$ cat src/rtl/sfr_pkg.sv
// sfr_pkg: shared types and constants of the sensor frame receiver.
// Holds the input and result item structs, sync bytes, codes and sizes.
// No dependencies.
package sfr_pkg;

	// Largest payload length that a frame may announce
	localparam logic [7:0] PAYLOAD_MAX = 8'd100;
	// Payload bytes kept for decoding
	localparam int STORE_DEPTH = 28;
	localparam int STORE_IDX_W = $clog2(STORE_DEPTH);

	localparam logic [7:0] SYNC_FIRST  = 8'hA5;
	localparam logic [7:0] SYNC_SECOND = 8'h5A;

	// Input item kinds
	localparam logic ACT_BYTE = 1'b0;
	localparam logic ACT_TICK = 1'b1;

	// Result status codes
	localparam logic STATUS_FRAME   = 1'b0;
	localparam logic STATUS_TIMEOUT = 1'b1;

	// Configuration register indexes
	localparam int CFG_INDEX_W = 8;
	localparam logic [CFG_INDEX_W-1:0] CFG_ENCODER_LIMIT = 8'd0;
	localparam logic [CFG_INDEX_W-1:0] CFG_TIMEOUT_TICKS = 8'd1;

	localparam logic [30:0] ENCODER_LIMIT_RST = 31'd220;
	localparam logic [31:0] TIMEOUT_TICKS_RST = 32'd1000;

	typedef struct packed {
		logic       action;
		logic [7:0] rx_byte;
	} sfr_in_t;

	typedef struct packed {
		logic               status;
		logic signed [31:0] left_delta;
		logic signed [31:0] right_delta;
		logic [31:0]        battery_word;
		logic signed [15:0] accel_x;
		logic signed [15:0] accel_y;
		logic signed [15:0] accel_z;
		logic signed [15:0] gyro_x;
		logic signed [15:0] gyro_y;
		logic signed [15:0] gyro_z;
		logic signed [15:0] mag_x;
		logic signed [15:0] mag_y;
	} sfr_out_t;

endpackage

$ cat src/rtl/sensor_frame_receiver.sv
// sensor_frame_receiver: parser for sync-word, length-prefixed sensor frames.
// Depends on sfr_pkg (item structs, sync bytes, codes, sizes).
//
// Each input item is either a received byte or a time tick. The block watches
// the last three bytes; A5, 5A, then a length byte opens a frame and the next
// byte is payload byte 0. The pattern restarts the frame wherever it shows up;
// a length of zero or above 100 drops the frame. When the announced length is
// reached one result item is produced with the encoder deltas (zeroed when
// their magnitude exceeds encoder_limit), the battery word and eight IMU
// words, all little endian; payload bytes never received read as zero. If
// timeout_ticks ticks go by without a completed frame, a timeout result
// (status 1, all else zero) is produced. Either outcome restarts the parser.
// One item per clock unless the output stalls. Each item moves from the input
// to the result register, with byte history, counters and the 28-byte payload
// store updated in that single pass. A result waiting in the output register
// blocks only the next item to leave the input register; a stalled output
// backs up into in_ready after one item. Config writes are always ready and
// must only happen while the block is idle. No clearing pass after reset.
module sensor_frame_receiver (
	input  logic                              clk,
	input  logic                              arst_n,
	// input items
	input  logic                              in_valid,
	output logic                              in_ready,
	input  sfr_pkg::sfr_in_t                  in_item,
	// result items
	output logic                              out_valid,
	input  logic                              out_ready,
	output sfr_pkg::sfr_out_t                 out_item,
	// register writes
	input  logic                              cfg_valid,
	output logic                              cfg_ready,
	input  logic [sfr_pkg::CFG_INDEX_W-1:0]   cfg_index,
	input  logic [31:0]                       cfg_data
);

	// ---------------------------------------------------------------
	// Config registers
	// ---------------------------------------------------------------
	logic [30:0] encoder_limit_q;
	logic [31:0] timeout_ticks_q;

	assign cfg_ready = 1'b1;

	always_ff @(posedge clk or negedge arst_n) begin
		if (!arst_n) begin
			encoder_limit_q <= sfr_pkg::ENCODER_LIMIT_RST;
			timeout_ticks_q <= sfr_pkg::TIMEOUT_TICKS_RST;
		end else if (cfg_valid && cfg_ready) begin
			case (cfg_index)
				sfr_pkg::CFG_ENCODER_LIMIT: encoder_limit_q <= cfg_data[30:0];
				sfr_pkg::CFG_TIMEOUT_TICKS: timeout_ticks_q <= cfg_data;
				default: ;
			endcase
		end
	end

	// ---------------------------------------------------------------
	// Input register
	// ---------------------------------------------------------------
	logic             valid_s1;
	sfr_pkg::sfr_in_t item_s1;
	logic             s1_go;      // item in s1 is processed this cycle
	logic             out_valid_q;

	// The s1 item may produce a result, so it only moves when the
	// output register is free or being emptied.
	assign s1_go    = valid_s1 && (!out_valid_q || out_ready);
	assign in_ready = !valid_s1 || s1_go;

	always_ff @(posedge clk or negedge arst_n) begin
		if (!arst_n) begin
			valid_s1 <= 1'b0;
		end else if (in_ready) begin
			valid_s1 <= in_valid;
		end
	end

	always_ff @(posedge clk) begin
		if (in_valid && in_ready) begin
			item_s1 <= in_item;
		end
	end

	// ---------------------------------------------------------------
	// Parser state
	// ---------------------------------------------------------------
	logic [7:0]  hist_q [3];   // [0] one byte back, [2] three back
	logic        in_frame_q;
	logic [7:0]  frame_length_q;
	logic [7:0]  byte_count_q;
	logic [31:0] tick_count_q;
	logic [7:0]  store_q    [sfr_pkg::STORE_DEPTH];
	logic [7:0]  store_next [sfr_pkg::STORE_DEPTH];

	logic        is_tick;
	logic [31:0] tick_inc;
	logic        timeout_hit;
	logic        sync_seen;
	logic        len_ok;
	logic        frame_active;
	logic [7:0]  count_base;
	logic [7:0]  count_inc;
	logic [7:0]  len_eff;
	logic        frame_done;
	logic        store_wr;
	logic [sfr_pkg::STORE_IDX_W-1:0] store_idx;

	assign is_tick     = (item_s1.action == sfr_pkg::ACT_TICK);
	assign tick_inc    = tick_count_q + 32'd1;
	assign timeout_hit = is_tick && (tick_inc >= timeout_ticks_q);

	// Sync pattern sits in the history when the current byte arrives
	assign sync_seen = (hist_q[2] == sfr_pkg::SYNC_FIRST) &&
	                   (hist_q[1] == sfr_pkg::SYNC_SECOND);
	assign len_ok    = (hist_q[0] != 8'd0) && (hist_q[0] <= sfr_pkg::PAYLOAD_MAX);

	assign frame_active = sync_seen ? len_ok : in_frame_q;
	assign count_base   = sync_seen ? 8'd0 : byte_count_q;
	assign len_eff      = sync_seen ? hist_q[0] : frame_length_q;
	assign count_inc    = count_base + 8'd1;
	assign frame_done   = !is_tick && frame_active && (count_inc == len_eff);
	assign store_wr     = !is_tick && frame_active &&
	                      (count_base < 8'(sfr_pkg::STORE_DEPTH));
	assign store_idx    = count_base[sfr_pkg::STORE_IDX_W-1:0];

	// Store contents after this byte: cleared on sync, then the byte lands
	always_comb begin
		for (int i = 0; i < sfr_pkg::STORE_DEPTH; i++) begin
			store_next[i] = sync_seen ? 8'd0 : store_q[i];
			if (store_wr && (store_idx == sfr_pkg::STORE_IDX_W'(i))) begin
				store_next[i] = item_s1.rx_byte;
			end
		end
	end

	always_ff @(posedge clk or negedge arst_n) begin
		if (!arst_n) begin
			for (int i = 0; i < 3; i++) begin
				hist_q[i] <= 8'd0;
			end
			in_frame_q     <= 1'b0;
			frame_length_q <= 8'd0;
			byte_count_q   <= 8'd0;
			tick_count_q   <= 32'd0;
		end else if (s1_go) begin
			if (timeout_hit || frame_done) begin
				// restart; the completing byte is not kept in the history
				for (int i = 0; i < 3; i++) begin
					hist_q[i] <= 8'd0;
				end
				in_frame_q     <= 1'b0;
				frame_length_q <= 8'd0;
				byte_count_q   <= 8'd0;
				tick_count_q   <= 32'd0;
			end else if (is_tick) begin
				tick_count_q <= tick_inc;
			end else begin
				hist_q[2]      <= hist_q[1];
				hist_q[1]      <= hist_q[0];
				hist_q[0]      <= item_s1.rx_byte;
				in_frame_q     <= frame_active;
				frame_length_q <= sync_seen ? (len_ok ? hist_q[0] : 8'd0) : frame_length_q;
				byte_count_q   <= frame_active ? count_inc : count_base;
			end
		end
	end

	// Store survives restarts; it is only ever read after a sync clear
	always_ff @(posedge clk or negedge arst_n) begin
		if (!arst_n) begin
			for (int i = 0; i < sfr_pkg::STORE_DEPTH; i++) begin
				store_q[i] <= 8'd0;
			end
		end else if (s1_go && !is_tick) begin
			for (int i = 0; i < sfr_pkg::STORE_DEPTH; i++) begin
				store_q[i] <= store_next[i];
			end
		end
	end

	// ---------------------------------------------------------------
	// Result decode and output register
	// ---------------------------------------------------------------
	function automatic logic [31:0] limit_delta(input logic [31:0] raw,
	                                            input logic [30:0] lim);
		logic signed [32:0] v;
		logic signed [32:0] pos_lim;
		logic signed [32:0] neg_lim;
		begin
			v       = {raw[31], raw};
			pos_lim = {2'b00, lim};
			neg_lim = -pos_lim;
			limit_delta = ((v > pos_lim) || (v < neg_lim)) ? 32'd0 : raw;
		end
	endfunction

	sfr_pkg::sfr_out_t res_data;
	sfr_pkg::sfr_out_t out_item_q;
	logic              res_load;

	assign res_load = s1_go && (timeout_hit || frame_done);

	always_comb begin
		res_data = '0;
		if (is_tick) begin
			res_data.status = sfr_pkg::STATUS_TIMEOUT;
		end else begin
			res_data.status       = sfr_pkg::STATUS_FRAME;
			res_data.left_delta   = limit_delta({store_next[3], store_next[2],
			                                     store_next[1], store_next[0]},
			                                    encoder_limit_q);
			res_data.right_delta  = limit_delta({store_next[7], store_next[6],
			                                     store_next[5], store_next[4]},
			                                    encoder_limit_q);
			res_data.battery_word = {store_next[11], store_next[10],
			                         store_next[9],  store_next[8]};
			res_data.accel_x      = {store_next[13], store_next[12]};
			res_data.accel_y      = {store_next[15], store_next[14]};
			res_data.accel_z      = {store_next[17], store_next[16]};
			res_data.gyro_x       = {store_next[19], store_next[18]};
			res_data.gyro_y       = {store_next[21], store_next[20]};
			res_data.gyro_z       = {store_next[23], store_next[22]};
			res_data.mag_x        = {store_next[25], store_next[24]};
			res_data.mag_y        = {store_next[27], store_next[26]};
		end
	end

	always_ff @(posedge clk or negedge arst_n) begin
		if (!arst_n) begin
			out_valid_q <= 1'b0;
		end else if (res_load) begin
			out_valid_q <= 1'b1;
		end else if (out_ready) begin
			out_valid_q <= 1'b0;
		end
	end

	always_ff @(posedge clk) begin
		if (res_load) begin
			out_item_q <= res_data;
		end
	end

	assign out_valid = out_valid_q;
	assign out_item  = out_item_q;

	// ---------------------------------------------------------------
	// Assertions
	// ---------------------------------------------------------------
	a_frame_len_sane: assert property (@(posedge clk) disable iff (!arst_n)
		in_frame_q |-> (frame_length_q != 8'd0) &&
		               (frame_length_q <= sfr_pkg::PAYLOAD_MAX) &&
		               (byte_count_q < frame_length_q))
		else $error("frame in progress with bad length or count");

	a_idle_count_zero: assert property (@(posedge clk) disable iff (!arst_n)
		!in_frame_q |-> (byte_count_q == 8'd0))
		else $error("byte count nonzero outside a frame");

	a_restart_after_result: assert property (@(posedge clk) disable iff (!arst_n)
		res_load |=> !in_frame_q && (tick_count_q == 32'd0) && out_valid_q)
		else $error("parser not restarted after result");

	a_timeout_clean: assert property (@(posedge clk) disable iff (!arst_n)
		out_valid_q && (out_item_q.status == sfr_pkg::STATUS_TIMEOUT) |->
		(out_item_q.left_delta == 32'sd0) && (out_item_q.battery_word == 32'd0) &&
		(out_item_q.mag_y == 16'sd0))
		else $error("timeout result carries data");

	a_no_overwrite: assert property (@(posedge clk) disable iff (!arst_n)
		out_valid_q && !out_ready |-> !res_load)
		else $error("result register overwritten while stalled");

endmodule
$ cat config.mk
export PLATFORM = sky130hd
export DESIGN_NAME = sensor_frame_receiver
export DESIGN_NICKNAME = d
export VERILOG_FILES = /design/src/rtl/sfr_pkg.sv /design/src/rtl/sensor_frame_receiver.sv
export SDC_FILE = /design/constraint.sdc
export NUM_CORES = 1
export LEC_CHECK = 0
export BUFFER_PORTS_ARGS = -buffer_cell sky130_fd_sc_hd__buf_2
export CORE_MARGIN = 1.5
export CORE_UTILIZATION = 57
export DETAILED_ROUTE_END_ITERATION = 7
export GPL_ROUTABILITY_DRIVEN = 0
export GPL_TIMING_DRIVEN = 1
export PLACE_DENSITY_LB_ADDON = 0.1
export SKIP_LAST_GASP = 1
export SLEW_MARGIN = 15
export SYNTH_ARGS = -nofsm -noshare
export SYNTH_HDL_FRONTEND = slang
export SYNTH_SLANG_ARGS = --single-unit
$ cat constraint.sdc
create_clock -name clk -period 27.1 [get_ports clk]
set_clock_uncertainty 0.15 [all_clocks]
set_input_delay 0 -clock clk [delete_from_list [all_inputs] [get_ports clk]]
set_output_delay 0 -clock clk [all_outputs]
set_load 0.02 [all_outputs]
Yosys cells after proc, flatten, opt, wreduce, memory -nomap -nowiden

Index checks and enable logic that the tools add are counted.
W data, S select, Z words.

Word-level logic and storage cells: 229
Memories: 0
Input port bits: 54
Flip-flop bits (word level): 596
ROM bits: 0
Output and inout bits: 228
Bits in writable memories: 0
Latch bits: 0

$lt $le $gt $ge: 7
Eq/ne operators: 32
Bitwise gates (word level): 0
Multiply operators: 0
Reduce and logical (&&, ||, !) cells: 59
Multiplexer cells: 75
$add $sub $neg: 3
Shifts and indexed selects: 0
Div/mod/pow operators: 0

Operator list:

| kind                    | count |
|---|---|
| $mux W8                 | 65 |
| $lt A32 B33 Y1          | 2 |
| $gt A32 B32 Y1          | 2 |
| $mux W32                | 2 |
| $eq A5 B5 Y1 const B    | 12 |
| $mux W24                | 2 |
| $eq A5 B4 Y1 const B    | 8 |
| $logic_and A1 B1 Y1     | 38 |
| $neg A31 Y33            | 1 |
| $add A32 B1 Y32 const B | 1 |
| $ge A32 B32 Y1          | 1 |
| $eq A5 B3 Y1 const B    | 4 |
| $eq A5 B2 Y1 const B    | 2 |
| $add A8 B1 Y8 const B   | 1 |
| $eq A8 B1 Y1 const B    | 1 |
| $eq A8 B7 Y1 const B    | 1 |
| $eq A8 B8 Y1            | 1 |
| $eq A8 B8 Y1 const B    | 1 |
| $le A8 B7 Y1 const B    | 1 |
| $logic_not A8 Y1        | 1 |
| $lt A8 B5 Y1 const B    | 1 |
| $reduce_and A2 Y1       | 4 |
| $reduce_bool A8 Y1      | 1 |
| $mux W1                 | 6 |
| 8 further kinds         | 17 |

Logic depth before layout (Yosys ltp)

Gate-level depths: netlist of run 1.

Depth after elaboration: 10
Gate-level depth with buffers: 25
Gate-level depth less buffers: 19

Worst setup path before layout of run 1

Ideal clock, no wire load.

Path type: register -> register
Start: register hist_q[9] in the netlist's numbering
End: register out_item_q (netlist bit out_item[0]), enable pin
Stages on the path, launching flop included: 20
Arrival: 13.598 ns
Setup slack: 12.538 ns
Buffers on the path: 6
Cells stage by stage: dfrtp_1 and4bb_2 nand4_4 clkbuf_1 clkbuf_1 clkbuf_1 clkbuf_1 nand2_1 inv_1 ha_1 clkbuf_1 clkbuf_1 nor3b_1 ha_1 xnor2_1 a2111oi_2 o22ai_1 a2111oi_4 nor2_1 nor2_1

Word-level cells in the longest chain between the ends: 8
Elaborated cells on any way between the ends: 11
Classes of those cells: add/sub (1); eq/ne (2); mux (3); reduce/logical (5)

RTL lines:

| what                  | line                         | text |
|---|---|---|
| start, declared       | sensor_frame_receiver.sv:88  | `logic [7:0] hist_q [3];` |
| $eq A8 B7 Y1 *        | sensor_frame_receiver.sv:115 | `(hist_q[1] == sfr_pkg::SYNC_SECOND);` |
| $logic_and A1 B1 Y1 * | sensor_frame_receiver.sv:114 | `assign sync_seen = (hist_q[2] == sfr_pkg::SYNC_FIRST) &&` |
| $mux W8               | sensor_frame_receiver.sv:119 | `assign count_base = sync_seen ? 8'd0 : byte_count_q;` |
| $add A8 B1 Y8         | sensor_frame_receiver.sv:121 | `assign count_inc = count_base + 8'd1;` |
| $eq A8 B8 Y1          | sensor_frame_receiver.sv:122 | `assign frame_done = !is_tick && frame_active && (count_inc == len_eff);` |
| $logic_and A1 B1 Y1 * | sensor_frame_receiver.sv:122 |  |
| $logic_or A1 B1 Y1 *  | sensor_frame_receiver.sv:202 | `assign res_load = s1_go && (timeout_hit \|\| frame_done);` |
| $logic_and A1 B1 Y1 * | sensor_frame_receiver.sv:202 |  |
| net res_load          | sensor_frame_receiver.sv:200 | `logic res_load;` |
| end signal, assigned  | sensor_frame_receiver.sv:241 | `out_item_q <= res_data;` |
| end, declared         | sensor_frame_receiver.sv:199 | `sfr_pkg::sfr_out_t out_item_q;` |

The timed path passes the listed nets; every way through them passes the cells marked *.
A chain may end at the register's enable or synchronous reset.

Final worst setup path of run 1

Start: register tick_count_q[0]
End: register out_item_q (netlist bit out_item[176]), enable pin

Word-level cells in the longest chain between the ends: 5

RTL lines:

| what                   | line                         | text |
|---|---|---|
| start, declared        | sensor_frame_receiver.sv:92  | `logic [31:0] tick_count_q;` |
| start signal, assigned | sensor_frame_receiver.sv:157 | `tick_count_q <= tick_inc;` |
| $add A32 B1 Y32        | sensor_frame_receiver.sv:110 | `assign tick_inc = tick_count_q + 32'd1;` |
| $ge A32 B32 Y1         | sensor_frame_receiver.sv:111 | `assign timeout_hit = is_tick && (tick_inc >= timeout_ticks_q);` |
| $logic_and A1 B1 Y1    | sensor_frame_receiver.sv:111 |  |
| $logic_or A1 B1 Y1     | sensor_frame_receiver.sv:202 |  |
| $logic_and A1 B1 Y1    | sensor_frame_receiver.sv:202 |  |
| net res_load           | sensor_frame_receiver.sv:200 |  |

The timed path passes the listed nets, and every way through them passes these cells.

==> metrics.txt, run 1 <==
clock slew at reported path FFs 0.06 ns; Routed Wire Length roughly 88000 um; worst reg-to-reg path cell count 19; required time of the critical path between 20 and 30 ns; Nets between 3000 and 4000; gr ovfl total 0; vias in the first global route 23670; P_leak about 15 nW; Synth top area share between 20% and 30%; ranking of synthesized cells by area dfrtp_1 30%, edfxtp_1 24%, a22o_1 7.1%; FF-to-FF setup slack between 20 and 25 ns; Syn Area/Cell approximately 11 um2; reg2reg start tick_count_q[0]; RSZ-0062 raised after global routing no; startpoint types flip-flop; core area a little over 50000 um2; P per Cell Area roughly 64 nW/um2; Die Y 231.3 um; top-level I/O count approximately 280; Comb power frac a little over an eighth; Filler Cell Count about 3800; Final WS setup between 20 and 25 ns; Hold Startpoint cfg_data[2]; root buf cell clkbuf_16; final worst-path cycle share between 20% and 30%; TNS Setup 0 ns; Syn Inst Count between 2000 and 3000; Post-DP HPWL around 57000 um; H-tree Lvls 2; power share of the sequential group a little under half; Max Slew Vio Count 0; Switching Share 27.71%; Critical R2R Capture out_item[176]; crit path max fanout 78; post-layout util between 60% and 70%; Initial Util approximately 58%; most area-hungry cell type in the Yosys netlist dfrtp_1; Net Count, Synth slightly above 3000; ys async rst share 60.74%; Via density between 6 and 7; minimum clock period 6.662 ns; Hold WS approximately 0.046 ns; DR iter-0 viols around 2500; CTS tree built; first-pass GRT wire length about 140000 um; setup violators final 0; max-cap violation count 0; outcome finished, final reports clean; WS Path Type reg -> reg; Final Hold Viols 0; PortBufs 280; drt first pass iters 6; Mapped Area 29720 um2; Syn. warnings 0; initial antenna violation count 1; most frequent cell after synthesis nand2_1; worst slack, placed ~20 ns; cts repair resizes 0; maximum vdd drop about 0.052 mV; share of layout cells above drive strength 1 about 16%; row cnt just over 80; synthesized flop and latch total ~600; Int Power around 1.6 mW; Synth cell types 80; Rel. slew slack between 10% and 20%; Hold-fix buffers, CTS between 90 and 100; Syn-to-layout area delta 16.76%; Hold Path Class in -> reg; worst-margin pin slew roughly 1.3 ns; CTS sink count 596; Worst-Skew Late Latency roughly 0.65 ns; most common library cells after synthesis 402 x nand2_1, 351 x dfrtp_1, 248 x a21oi_1; ANT nets after route 0; drt wl/cell roughly 23 um; setup bufs post-CTS 0; hold depth 4; Num CTS Buffers 60; Remaining DRCs 0; Die ar. 53510 um2; Vias between 20000 and 25000; Die W roughly 230 um; fmax approximately 0.15 GHz; Synth Flop Type dfrtp_1; net switching power figure 0.6168 mW; critical path capture point type flip-flop; Hold Path End encoder_limit_q[2]; largest net degree at the start of global routing 243; clock power share roughly two fifths; Arr. time, crit path 6.78 ns; Post-synth EDFFs 234; clk buf depth 3; Global Route Usage Sum approximately 33%; Seq/Total Area, Yosys 54.18%
## final cells by class
class / instances / area (um2) / area share, %
clock inverter: 42 / 513.0 / 1.478
multi-input combinational: 1949 / 12660 / 36.48
tap: 680 / 850.8 / 2.452
timing repair buffer: 411 / 2668 / 7.688
clock buffer: 71 / 1573 / 4.533
sequential: 596 / 16100 / 46.40
inverter: 89 / 334.1 / 0.9628
antenna: 1 / 2.502 / 0.007212
## stage by stage
step           std cells  cell area (um2)  power [mW]
5_1_grt             3839            34700       2.297
3_3_place_gp        3628            31610       1.340
3_5_place_dp        3628            31610       1.348
4_1_cts             3838            34690       2.232
6_report            3839            34700       2.226
2_1_floorplan       2801            29720       1.245
## metal layers
layer	wire, um	global-route usage [%]
met4	3339	13.89
met1	36510	45.29
met3	6999	4.847
met2	41140	52.19
met5	0	0
## layout by cell type (no fill, tap or decap), types with 11 or more instances in the layout
cell type	instances
a211oi_1	12
a21o_1	33
a21oi_1	248
a22o_1	241
a32o_1	27
and2_1	23
and3_1	30
buf_2	279
buf_4	33
clkbuf_16	60
clkinv_2	15
dfrtp_1	351
dfstp_2	11
dlygate4sd3_1	96
edfxtp_1	234
ha_1	165
inv_1	87
mux2_2	33
nand2_1	401
nand3_1	205
nand4_1	35
nor2_1	92
nor2b_1	47
nor3_1	23
o21ai_0	97
o21ai_1	37
xnor2_1	49
xor2_1	20
## critical path, stage by stage, from the launching register on
cell	delay, ns
dfrtp_1	0.40
ha_1	0.21
nand3_1	0.14
nor3_1	0.50
and3_1	0.33
and2_1	0.20
and4_1	0.22
xor2_1	0.25
ha_1	0.19
and4_1	0.24
nand4_1	0.14
or4_1	0.57
o21ai_0	0.19
o22ai_1	0.11
buf_4	0.21
nor2_1	0.20
nor2_1	0.13
nor2_4	0.10
buf_4	0.84
buf_4	0.84
## power by group through the flow
stage               clock, mW  combinational (mW)  sequential, mW
floorplan                   0               0.129            1.12
global placement            0               0.275            1.06
detailed placement          0               0.281            1.07
CTS                     0.889               0.292            1.05
global route            0.923               0.318            1.06
finish                  0.881               0.294            1.05
## state kept, by name (all words and copies together) (netlist names)
signal / flops
tick_count_q: 32
hist_q: 24
is_tick: 1
in_frame_q: 1
timeout_ticks_q: 32
out_item: 225
frame_length_q: 8
out_valid: 1
store_q: 224
encoder_limit_q: 31
byte_count_q: 8
valid_s1: 1
item_s1: 8
## cells by family (layout without fill, tap and decap cells)
kind of cell	Yosys count	count (layout)	share of synthesized area [%]
mux	34	34	1.284
fa+ha+maj	165	165	6.947
simple gates	925	925	14.79
xor+xnor	69	69	2.034
other cells	1	2	0.01262
compound gates	755	755	17.40
flops	596	596	54.18
buf+inv	256	613	3.356
## worst max-delay path by stage
| stage | slack (ns) | to | startpoint | cells after the start |
|---|---|---|---|---|
| after floorplan | 12.54 | out_item[0] | hist_q[9] | 19 |
| after global placement | 20.78 | out_item[10] | tick_count_q[0] | 19 |
| after detailed placement | 20.57 | out_item[118] | tick_count_q[0] | 19 |
| after CTS | 20.48 | out_item[141] | tick_count_q[0] | 19 |
| after global routing | 20.03 | out_item[176] | tick_count_q[0] | 19 |
| final | 20.44 | out_item[176] | tick_count_q[0] | 19 |
(Power assumes the default switching activity.)
==> run 2, diff against run 1 <==
--- a/config.mk
+++ b/config.mk
@@ -5,6 +5,7 @@
 export SDC_FILE = /design/constraint.sdc
 export NUM_CORES = 1
 export LEC_CHECK = 0
+export ABC_AREA = 1
 export BUFFER_PORTS_ARGS = -buffer_cell sky130_fd_sc_hd__buf_2
 export CORE_MARGIN = 1.5
 export CORE_UTILIZATION = 57
==> constraint.sdc (replaced) <==
create_clock -name clk -period 6.8 [get_ports clk]
set_clock_uncertainty 0.15 [all_clocks]
set_input_delay 0 -clock clk [delete_from_list [all_inputs] [get_ports clk]]
set_output_delay 0 -clock clk [all_outputs]
set_load 0.02 [all_outputs]
==> run 2 against run 1 <==
  * Utilization shrank 0.86 points
  * Hold slack worse by 0.0086 ns
  * Clock power grew to 4.1 times the previous value
  * Fmax increased by 9.1%
  * Combinational power rose to 6.0 times the previous value
  * Via count grew 8.4%
  * Sequential power rose to 4.1 times the previous value
  * Final area increased by 3.4%
  * Critical path type unchanged
  * Critical endpoint is now out_item[196]
==> metrics.txt, run 2 <==
storage element area 16100 um2; WP buf/inv 2; Int Power about 6.7 mW; fmax ~0.16 GHz; required time of the critical path 7.02 ns; max reg flops between 200 and 250; outcome finished, final reports clean; gr busiest metal met2; Post-DP HPWL around 57000 um; net switching power figure 2.931 mW; clock power share roughly 37%; multi-input logic area roughly 12000 um2; clk buf depth 3; largest net degree at the start of global routing about 240; ranking of synthesized cells by area dfrtp_1 28%, edfxtp_1 23%, nand2_1 9.7%; grt met1 use 43.88%; worst reg-to-reg path cell count 21; Num CTS Buffers just over 60; Routed Wire Length 86320 um; setup violators final 0; Global Route Usage Sum between 30% and 40%; Crit. path cell count 21; final worst-path cycle share roughly nine tenths; startpoint types flip-flop; worst setup path end out_item[196]; Synth Flop Type dfrtp_1; PortBufs 280; Syn Area/Cell 8.421 um2; DR iter-0 viols between 2000 and 3000; Net Count, Synth between 3000 and 4000; Post-synth EDFFs 234; GR Util met3 under 10%; Worst-Skew Late Latency between 0.6 and 0.7 ns; Rel. slew slack 23.90%; top-level I/O count approximately 280; Hold Startpoint cfg_data[4]; max-cap violation count 0; gr ovfl total 0; Mapped Area 31090 um2; ANT nets after route 0; minimum clock period between 6 and 7 ns; Final WS setup 0.6928 ns; Arr. time, crit path ~6.3 ns; worst slack, placed between 0.8 and 0.9 ns; Synth cell types 43; slowest CP cell nor3_2; Syn Inst Count between 3000 and 4000; P per Cell Area 267.7 nW/um2; Nets approximately 4200; hold depth 4; initial antenna violation count 0; drt first pass iters 6; Syn-to-layout area delta 15.35%; crit path max fanout 29; met2 usage 48.63%; Die Y about 240 um; Die ar. 55950 um2; CTS tree built; commonest non-fill, non-tap cell in the layout nand2_1; FF-to-FF setup slack 0.69 ns; Initial Util 57.77%; clock slew at reported path FFs approximately 0.070 ns; Final Hold Viols 0; Vias between 20000 and 30000; RSZ-0062 raised after global routing no; ys async rst share between 60 and 70%; reg2reg start hist_q[13]; Comb power frac 18.3%; Syn. warnings 0; Hold Path Class in -> reg; ANT cells 0; core area between 50000 and 60000 um2; Die W ~240 um; Max Slew Vio Count 0; H-tree Lvls 2; CP cell instances nor2_1 -> nand2_1 -> nor2_1 -> nand2_2 -> nand2_1 -> nand3_1 -> nor3_2 -> nand3_1 -> o21ai_0 -> inv_1 -> ha_1 -> nand4_1 -> nor3b_1 -> o21ai_0 -> nand2_1 -> o21bai_1 -> a21oi_1 -> nor2_1 -> nor2_2 -> buf_4 -> nor3_1; share of layout cells above drive strength 1 between 10% and 20%; maximum vdd drop 0.2441 mV; worst-margin pin slew about 1.1 ns; most frequent cells in the layout 796 x nand2_1, 517 x o21ai_0, 467 x inv_1; most area-hungry cell type in the Yosys netlist dfrtp_1; P_leak between 15 and 20 nW; Seq/Total Area, Yosys ~52%; WS Path Type reg -> reg; drt wl/cell between 15 and 20 um; Synth top area share between 20% and 30%; synthesized flop and latch total 596; row cnt 85; Hold WS between 0.03 and 0.04 ns; largest stage delay on the critical path between 0.7 and 0.8 ns; power share of the sequential group between 40 and 50%; vias in the first global route around 25000; first-pass GRT wire length ~140000 um; root buf cell clkbuf_16; Via density approximately 5.6; Filler Cell Count ~4400; critical path's top delay family simple AND/OR/NAND/NOR gates; cts repair resizes 0; Remaining DRCs 0; Critical R2R Capture out_item[196]; most frequent cell after synthesis nand2_1; Switching Share between 30% and 40%; CTS sink count 596; critical path capture point type flip-flop; most common library cells after synthesis 801 x nand2_1, 518 x o21ai_0, 470 x inv_1; CP startpoint hist_q[13]
-- run 2: stage by stage --
stage	utilization, %	TNS, ns	cell area [um2]	power, mW	instances
3_3_place_gp	61.23	0	32950	6.011	4506
5_1_grt	66.64	0	35860	10.00	4694
4_1_cts	66.59	0	35830	9.620	4693
2_1_floorplan	-	-10.58	31130	5.451	3692
6_report	66.64	0	35860	9.601	4694
3_5_place_dp	61.23	0	32950	6.025	4506
-- run 2: layout make-up --
| cell class | instances | share of cell area [%] |
|---|---|---|
| multi-input cells | 2432 | 34.85 |
| flip-flops and latches | 596 | 44.89 |
| inverters | 471 | 4.961 |
| clock inverters | 30 | 1.207 |
| repair buffers | 383 | 6.866 |
| well taps | 696 | 2.428 |
| clock buffers | 86 | 4.797 |
-- run 2: repair_timing --
| action | CTS | global route |
|---|---|---|
| setup buffers | 0 | 0 |
| hold buffers | 71 | 0 |
| hold endpoints to repair | 307 | 0 |
| setup endpoints to repair | 0 | 0 |
-- run 2: worst min-delay path by stage --
stage / endpoint
floorplan: byte_count_q[0]
global placement: store_q[133]
detailed placement: store_q[131]
CTS: encoder_limit_q[4]
global route: encoder_limit_q[4]
finish: encoder_limit_q[4]
-- run 2: routing by layer --
| layer | vias up | part of all wire, % |
|---|---|---|
| met5 | - | 0 |
| met4 | 0 | 3.7 |
| met3 | 181 | 7.0 |
| met2 | 1013 | 46 |
| met1 | 12390 | 44 |
| li1 | 12690 | - |
-- run 2: power groups by stage --
stage | sequential [mW] | clock [mW] | combinational, mW
2_1_floorplan | 4.49 | 0 | 0.961
3_3_place_gp | 4.32 | 0 | 1.69
3_5_place_dp | 4.33 | 0 | 1.70
4_1_cts | 4.26 | 3.62 | 1.74
5_1_grt | 4.29 | 3.78 | 1.94
6_report | 4.26 | 3.58 | 1.76
-- run 2: cell families (layout without fill, tap and decap cells) --
logic type	Yosys count	in the layout	share of synthesized area, %
AND/OR/NAND/NOR	1565	1565	21.15
buffers and inverters	664	970	8.222
AO/OA/AOI/OAI	655	655	10.89
flip-flops	596	596	51.78
adder cells (fa/ha/maj)	165	165	6.641
XOR/XNOR	45	45	1.268
other	1	1	0.01206
multiplexers	1	1	0.03622
-- run 2: worst reg2reg max path: cells and delay by family (launching register included) --
kind                     cells  cell delay, ns
adder cells (fa/ha/maj)      1            0.34
AO/OA/AOI/OAI                4            1.19
flip-flops                   1            0.42
buffers and inverters        2            0.54
AND/OR/NAND/NOR             14            3.22
